==> config.mk <==
export PLATFORM = sky130hd
export DESIGN_NAME = bbc_tag_cmp
export DESIGN_NICKNAME = d
export VERILOG_FILES = /design/src/design/block_buffer_cache_lookup_alloc_assert.svh /design/src/design/bbc_pkg.sv /design/src/design/bbc_tag_cmp.sv
export SDC_FILE = /design/constraint.sdc
export NUM_CORES = 1
export LEC_CHECK = 0
export BUFFER_PORTS_ARGS = -buffer_cell sky130_fd_sc_hd__buf_2
export CORE_ASPECT_RATIO = 0.75
export CORE_MARGIN = 5
export CORE_UTILIZATION = 32
export DETAILED_ROUTE_END_ITERATION = 12
export PLACE_DENSITY = 0.91
export SETUP_SLACK_MARGIN = 0.3
export SLEW_MARGIN = 20
export SYNTH_ARGS = -nofsm -noshare
export SYNTH_HDL_FRONTEND = slang
export SYNTH_SLANG_ARGS = --single-unit
==> constraint.sdc <==
create_clock -name vclk -period 2.6
set_clock_uncertainty 0.15 [all_clocks]
set_input_delay 0.39 -clock vclk [all_inputs]
set_output_delay 0.39 -clock vclk [all_outputs]
set_load 0.03 [all_outputs]
==> src/design/block_buffer_cache_lookup_alloc_assert.svh <==
// Assertion helpers shared by the cache tag manager.
`ifndef BLOCK_BUFFER_CACHE_LOOKUP_ALLOC_ASSERT_SVH
`define BLOCK_BUFFER_CACHE_LOOKUP_ALLOC_ASSERT_SVH

// Same-cycle implication, checked on the rising clock edge outside reset.
`define BBC_ASSERT_IMP(lbl, ante, cons, msg) \
    lbl: assert property (@(posedge i_clk) disable iff (!i_rst_n) (ante) |-> (cons)) \
        else $error(msg);

// Next-cycle implication, checked on the rising clock edge outside reset.
`define BBC_ASSERT_NXT(lbl, ante, cons, msg) \
    lbl: assert property (@(posedge i_clk) disable iff (!i_rst_n) (ante) |=> (cons)) \
        else $error(msg);

`endif

==> src/design/bbc_pkg.sv <==
`default_nettype none

package bbc_pkg;

    // Operation codes of a request.
    localparam logic [1:0] OP_LOOKUP  = 2'd0;
    localparam logic [1:0] OP_GET     = 2'd1;
    localparam logic [1:0] OP_RELEASE = 2'd2;
    localparam logic [1:0] OP_MARK    = 2'd3;

    // Result status codes.
    localparam logic [1:0] ST_OK       = 2'd0;
    localparam logic [1:0] ST_NOTFOUND = 2'd1;
    localparam logic [1:0] ST_NOFREE   = 2'd2;
    localparam logic [1:0] ST_BADREL   = 2'd3;

    // Sequencer states.
    typedef enum logic [3:0] {
        S_CLEAR,
        S_IDLE,
        S_SCAN_RD,
        S_SCAN_CMP,
        S_WALK_RD,
        S_WALK_CMP,
        S_UNLINK,
        S_TAIL_RD,
        S_TAIL_CMP,
        S_APPEND,
        S_IDX_RD,
        S_IDX_OP
    } t_state;

    // One tag entry: device and block number.
    typedef struct packed {
        logic [15:0] dev;
        logic [31:0] blk;
    } t_tag;

    // Per-slot status: reference count, dirty and uptodate bits.
    typedef struct packed {
        logic [7:0] refs;
        logic       dirty;
        logic       valid;
    } t_meta;

endpackage

`default_nettype wire

==> src/design/bbc_tag_cmp.sv <==
`default_nettype none

module bbc_tag_cmp
    import bbc_pkg::*;
(
    input  wire t_tag i_entry,
    input  wire t_tag i_key,
    output logic      o_match
);

    // Device zero stands for no device and never matches.
    assign o_match = (i_key.dev != 16'd0) && (i_entry.dev == i_key.dev)
                     && (i_entry.blk == i_key.blk);

endmodule

`default_nettype wire

==> flow_metrics.tcl <==
set metrics [dict create \
    totalWireLength_um 2350 \
    synthToLayoutAreaGrowth_pct 87.6 \
    pwr-share-clk 0 \
    pwr-share-comb 1.000 \
    required_ps 2060 \
    vias_per_cell 4.58 \
    vias 866 \
    grt_overflow_total 0 \
    p_per_area_mw_per_mm2 138 \
    antenna_found_initial 0 \
    wl_met1_um 782 \
    synth_area_um2 586 \
    setup_viol 0 \
    arrival_ps 1600 \
    synth_cells 70 \
    dpl.hpwl_um 2280 \
    top_layer_used "met4" \
    crit_path_end_kind "primary output" \
    initial_core_util 0.336 \
    vdd_drop_max_mv 0.0804 \
    place_congestion 0.714 \
    wl_met2_um 1250 \
    route.detailed.drc 0 \
    cp-start-kind "primary input" \
    track_usage 0.147 \
    drtIter0Drc 7 \
    seq_cells 0 \
    yosys.area_share.xor_xnor 0.718 \
    cp_max_fo 2 \
    cts_setup_buffers 0 \
    n_antenna_cell 0 \
    crit_end "o_match" \
    post_route_cells_drive_above_1_share 0.611 \
    synth.area.mux_share 0 \
    synth_compound_area_frac 0 \
    startpoint "i_key[39]" \
    synth_top_family_by_area "XOR/XNOR gates" \
    yosysSeqAreaShare 0 \
    seq_power_share 0 \
    cts_hold_buf 0 \
    core_area_mm2 0.00174 \
    period_needed_ps 2140 \
    dr.pass1.iters 4 \
    grt_pass1_vias 872 \
    status "finished, final reports clean" \
    finalHoldViolations 0 \
    syn_nets 166 \
    maxCapViolCount 0 \
    path_class "in -> out" \
    switching_power_w 0.0000651 \
    fin_total_pwr_w 0.000152 \
    avgSynthCellArea_um2 8.37 \
    grt_max_degree 3 \
    ant_nets 0 \
    fmax_mhz 468 \
    die_y_um 47.0 \
    post-route-period-util 0.822 \
    rsz0062_at_grt "no" \
    ys_types 6 \
    nNetsFinal 265 \
    io_buffers 97 \
    wl_per_cell_um 12.4 \
    cts_resized 0 \
    slew_headroom 0.758 \
    synth_fa_ha_area_frac 0 \
    power.leakage_nw 0.599 \
    final-seq-area_um2 0 \
    clkbuf_count 0 \
    die_area_mm2 0.00279 \
    p_int_w 0.0000870 \
    grt_pass1_wl_um 3250 \
    synthSimpleGateAreaFrac 0.282 \
    fin_setup_tns_ps 0 \
    ioPinCount 97 \
    worst_pin_slew_ps 360 \
    final_max_slew_viol_count 0 \
    dr_wl_met3_um 307 \
    hp-class "in -> out" \
    ys.warnings.count 0 \
    rows 13 \
    switching_share 0.428 \
    die_x_um 59.4 \
]
cells in the mapped netlist:
library cell  number  area, µm²
nand2_1            1       3.75
nand3_1            1       5.00
nand4_1            3       18.8
nor4_1            12       75.1
nor4_2             5       62.6
xor2_1            48        420
placed cells by master (no fill, tap or decap):
cell,instances
nand3_1,1
nor4_2,5
nor4_1,12
nand4_1,3
buf_2,97
nand2_1,1
xor2_1,48
worst min path at each step:
stage	startpoint	endpoint	slack (ps)	cells past startpoint
after CTS	i_key[5]	o_match	1200	6
after floorplan	i_entry[40]	o_match	930	4
after global routing	i_key[5]	o_match	1230	6
after detailed placement	i_key[6]	o_match	1190	6
final	i_key[5]	o_match	1180	6
after global placement	i_key[15]	o_match	1180	6
critical path: stages:
cell	delay, ps
buf_2	110
xor2_1	160
nor4_2	260
nand4_1	160
nor4_2	280
buf_2	230
cell type report:
cell class / count / area (µm²)
fillers: 158 / 642
multi-input cells: 70 / 586
well taps: 22 / 27.5
repair buffers: 97 / 485
kinds of logic after synthesis:
| kind of cell | Yosys count |
|---|---|
| xor+xnor | 48 |
| simple gates | 22 |
layer usage:
metal / GRT usage / vias up
li1: - / 446
met5: 0 / -
met3: 0.0220 / 2
met2: 0.307 / 54
met4: 0.0181 / 0
met1: 0.162 / 364
power by group through the flow:
stage / Sequential (W) / Clock, W / Combinational [W]
after floorplan: 0 / 0 / 0.0000592
after global placement: 0 / 0 / 0.000147
after detailed placement: 0 / 0 / 0.000153
after CTS: 0 / 0 / 0.000154
after global routing: 0 / 0 / 0.000168
final: 0 / 0 / 0.000152
per-stage QoR:
step	worst slack (ps)	utilization	cell area, µm²	instances	hold slack [ps]
final	462	0.631	1100	189	1180
after global routing	395	0.631	1100	189	1230
after CTS	426	0.631	1100	189	1200
after detailed placement	426	0.631	1100	189	1190
after global placement	432	0.631	1100	189	1180
after floorplan	459	-	586	70	933
Note: power is estimated with default switching activity, not from simulation.
