`config.mk`:
```
export PLATFORM = sky130hd
export DESIGN_NAME = bbc_ram
export DESIGN_NICKNAME = d
export VERILOG_FILES = /design/src/design/block_buffer_cache_lookup_alloc_assert.svh /design/src/design/bbc_ram.sv
export SDC_FILE = /design/constraint.sdc
export NUM_CORES = 2
export LEC_CHECK = 0
export ABC_AREA = 1
export BUFFER_PORTS_ARGS = -buffer_cell sky130_fd_sc_hd__buf_2
export CORE_UTILIZATION = 28
export DETAILED_ROUTE_END_ITERATION = 6
export PLACE_DENSITY = 0.49
export SYNTH_ARGS = -nofsm -noshare
export SYNTH_HDL_FRONTEND = slang
export SYNTH_SLANG_ARGS = --single-unit
```
`constraint.sdc`:
```
create_clock -name i_clk -period 2.6 [get_ports i_clk]
set_clock_uncertainty 0.2 [all_clocks]
set_input_delay 0.52 -clock i_clk [delete_from_list [all_inputs] [get_ports i_clk]]
set_output_delay 0.52 -clock i_clk [all_outputs]
set_load 0.02 [all_outputs]
```
`src/design/block_buffer_cache_lookup_alloc_assert.svh`:
```
// Assertion helpers shared by the cache tag manager.
`ifndef BLOCK_BUFFER_CACHE_LOOKUP_ALLOC_ASSERT_SVH
`define BLOCK_BUFFER_CACHE_LOOKUP_ALLOC_ASSERT_SVH

// Same-cycle implication, checked on the rising clock edge outside reset.
`define BBC_ASSERT_IMP(lbl, ante, cons, msg) \
    lbl: assert property (@(posedge i_clk) disable iff (!i_rst_n) (ante) |-> (cons)) \
        else $error(msg);

// Next-cycle implication, checked on the rising clock edge outside reset.
`define BBC_ASSERT_NXT(lbl, ante, cons, msg) \
    lbl: assert property (@(posedge i_clk) disable iff (!i_rst_n) (ante) |=> (cons)) \
        else $error(msg);

`endif

```
`src/design/bbc_ram.sv`:
```
`default_nettype none

module bbc_ram #(
    parameter int WIDTH = 8,
    parameter int DEPTH = 256
) (
    input  wire logic                     i_clk,
    input  wire logic                     i_we,
    input  wire logic [$clog2(DEPTH)-1:0] i_waddr,
    input  wire logic [WIDTH-1:0]         i_wdata,
    input  wire logic [$clog2(DEPTH)-1:0] i_raddr,
    output logic      [WIDTH-1:0]         o_rdata
);

    logic [WIDTH-1:0] r_mem [DEPTH];
    logic [WIDTH-1:0] r_rdata;

    // One write port and one registered read port.
    always_ff @(posedge i_clk) begin
        if (i_we) begin
            r_mem[i_waddr] <= i_wdata;
        end
        r_rdata <= r_mem[i_raddr];
    end

    assign o_rdata = r_rdata;

endmodule

`default_nettype wire

```
==> flow_metrics.tcl <==
set metrics [dict create \
    place_ws_ns -0.701 \
    place_area_um2 93800 \
    port_buffers 33 \
    multi_input_area_um2 19200 \
    max_stage_delay_ns 0.21 \
    fp.dieW_um 548 \
    finalNonFillerCells 11600 \
    cp-end-kind "flip-flop" \
    placedCellCount 11200 \
    drtIter0Drc 5252 \
    via_per_inst 4.82 \
    grt_pass1_vias 54900 \
    drive_gt1_share_pct 13.9 \
    p_clk_share_pct 41.8 \
    clkSlewWorstSetupHoldPaths_ns 0.06 \
    start_kind "primary input" \
    dieArea_um2 300000 \
    crit_fanout 36 \
    final_cell_mix "2,114 x nand2_1, 2,048 x edfxtp_1, 2,019 x nand3_1, 567 x buf_4, 283 x nor2_1" \
    die_h_um 548 \
    worst_pin_slew_ns 0.777 \
    clk_path_buf_depth 4 \
    leakage_nw 35.5 \
    p_int_mw 55.1 \
    antenna_found_initial 16 \
    max_slew_margin_pct 48.1 \
    cts.sinks 2056 \
    fin_crit_ns 2.49 \
    cts_tree "yes" \
    drtPass1Iterations 6 \
    cts_root_buf "clkbuf_16" \
    maxCapViolCount 0 \
    rsz0062_at_grt "false" \
    synth.distinct_cells 14 \
    n_fill_cell 29200 \
    vias 56000 \
    cpMostUsedCell "nand3_1" \
    num_io_pins 34 \
    areaGrowthSynthToFinish_pct 20.6 \
    status "finished clean" \
    seqPwrFrac_pct 51.2 \
    cp.arrival_ns 3.08 \
    grt_use_total_pct 16.9 \
    synth_area_um2 83400 \
    fin_total_pwr_mw 71.5 \
    dp_hpwl_um 162000 \
    fin_nets 7537 \
    postCtsSetupRepairBufs 0 \
    post_synth_inst_count 7003 \
    hold_class "in -> reg" \
    route.detailed.drc 0 \
    wl_per_cell_um 22.2 \
    worstPathCellList "buf_8 -> buf_12 -> buf_12 -> buf_12 -> buf_12 -> buf_4 -> nand2_1 -> nand3_1 -> nand3_1 -> nand3_1 -> nand3_1 -> nand3_1 -> nand3_1 -> nand2_1 -> nand2_1 -> nand2_1" \
    period_share_pct 95.8 \
    fin_ws_ns 0.110 \
    regArea_um2 61700 \
    fmax_mhz 402 \
    power_frac_comb_pct 7.0 \
    power_density_nw_per_um2 710 \
    cts_buffers 215 \
    initial_utilization_pct 28.1 \
    detail-route-antenna-nets 0 \
    ys_seq_elements 2056 \
    switching_share_pct 22.8 \
    final_max_slew_viol_count 0 \
    crit_slowest_cell "buf_12" \
    finalWeightedCongestion 0.843 \
    insertion_delay_ns 0.89 \
    core_um2 297000 \
    routed_wl_um 259000 \
    fin_tns_setup_ns 0 \
    ir_drop_uv 513 \
    seq_area_frac_synth_pct 73.9 \
    finalHoldViolCount 0 \
    overflow 0 \
    path_buf_inv 6 \
    critPathKind "in -> reg" \
    grt_pass1_wl_um 379000 \
    layout_commonest_cell "nand2_1" \
    yosysWarnings 0 \
    critPathRequiredTime_ns 3.19 \
    synth_nets 7029 \
    grt_max_degree 76 \
    critical_path.top_delay_family "simple AND/OR/NAND/NOR gates" \
    row_count 200 \
    power.switching_mw 16.3 \
    clock_tree.htree_level_count 4 \
    finalSetupViolCount 0 \
    syn_area_per_cell_um2 11.9 \
    final_area_um2 101000 \
]
==> worst paths after layout <==
path	end	startpoint	slack, ns	cells after the start
max	o_rdata[6]	i_raddr[0]	0.11	16
min	o_rdata[4]	i_raddr[6]	0.19	6
max reg2reg	o_rdata[2]	r_mem[77][2]	0.34	10
min reg2reg	o_rdata[4]	r_mem[233][4]	0.77	10
==> stage by stage <==
step                      hold WS, ns  util (%)
final                           0.195      33.9
after global routing            0.174      33.9
after CTS                       0.124      33.9
after detailed placement        0.674      31.6
after global placement          0.673      31.6
after floorplan                 0.419         -
==> final cells by class <==
cell class | instances | area share [%]
multi-input cells | 4425 | 19.1
well taps | 3939 | 4.90
flip-flops and latches | 2056 | 61.3
inverters | 39 | 0.179
diodes | 7 | 0.0174
clock inverters | 101 | 0.977
clock buffers | 287 | 5.68
repair buffers | 774 | 7.89
==> worst register-to-register path, delay by kind of cell (launching register included) <==
kind | cells | cell delay, ns
flops | 1 | 0.35
simple gates | 10 | 1.60
==> cells by family after synthesis <==
family / count (synthesis) / share of synthesized area (%)
buf+inv: 522 / 3.12
flops: 2056 / 73.9
simple gates: 4425 / 22.9
==> repair_timing <==
item                                    CTS  global route
endpoints found under the hold margin   232             0
endpoints found under the setup margin    1             0
hold buffers                              9             0
gates resized for setup                   1             0
==> synthesized netlist by cell type <==
master	n	area (µm²)
buf_1	40	150
dfxtp_1	8	160
nand2_1	2123	7970
clkbuf_1	112	420
inv_4	1	6.26
buf_6	16	180
buf_8	1	15.0
buf_4	46	345
inv_1	36	135
buf_2	268	1340
nor2_1	283	1060
nand3_1	2019	10100
inv_2	2	7.51
edfxtp_1	2048	61500
==> flip-flops by register name (all words and copies together) (netlist names) <==
register and flops:
o_rdata 8, r_mem 2048
==> metal layers <==
layer | GRT usage (%) | vias up | wire (µm)
met1 | 22.9 | 28100 | 113000
met3 | 2.31 | 377 | 14600
li1 | - | 25900 | -
met2 | 28.1 | 1659 | 124000
met4 | 5.16 | 0 | 7500
met5 | 0 | - | 0
==> power groups by stage <==
| stage | clock network (mW) | logic, mW | registers [mW] |
|---|---|---|---|
| after floorplan | 0 | 2.25 | 37.3 |
| after global placement | 0 | 5.03 | 37.3 |
| after detailed placement | 0 | 5.04 | 37.3 |
| after CTS | 30.5 | 5.06 | 36.6 |
| after global routing | 31.6 | 5.40 | 36.6 |
| final | 29.9 | 5.01 | 36.6 |
No activity file was read; power rests on OpenSTA's default activity.
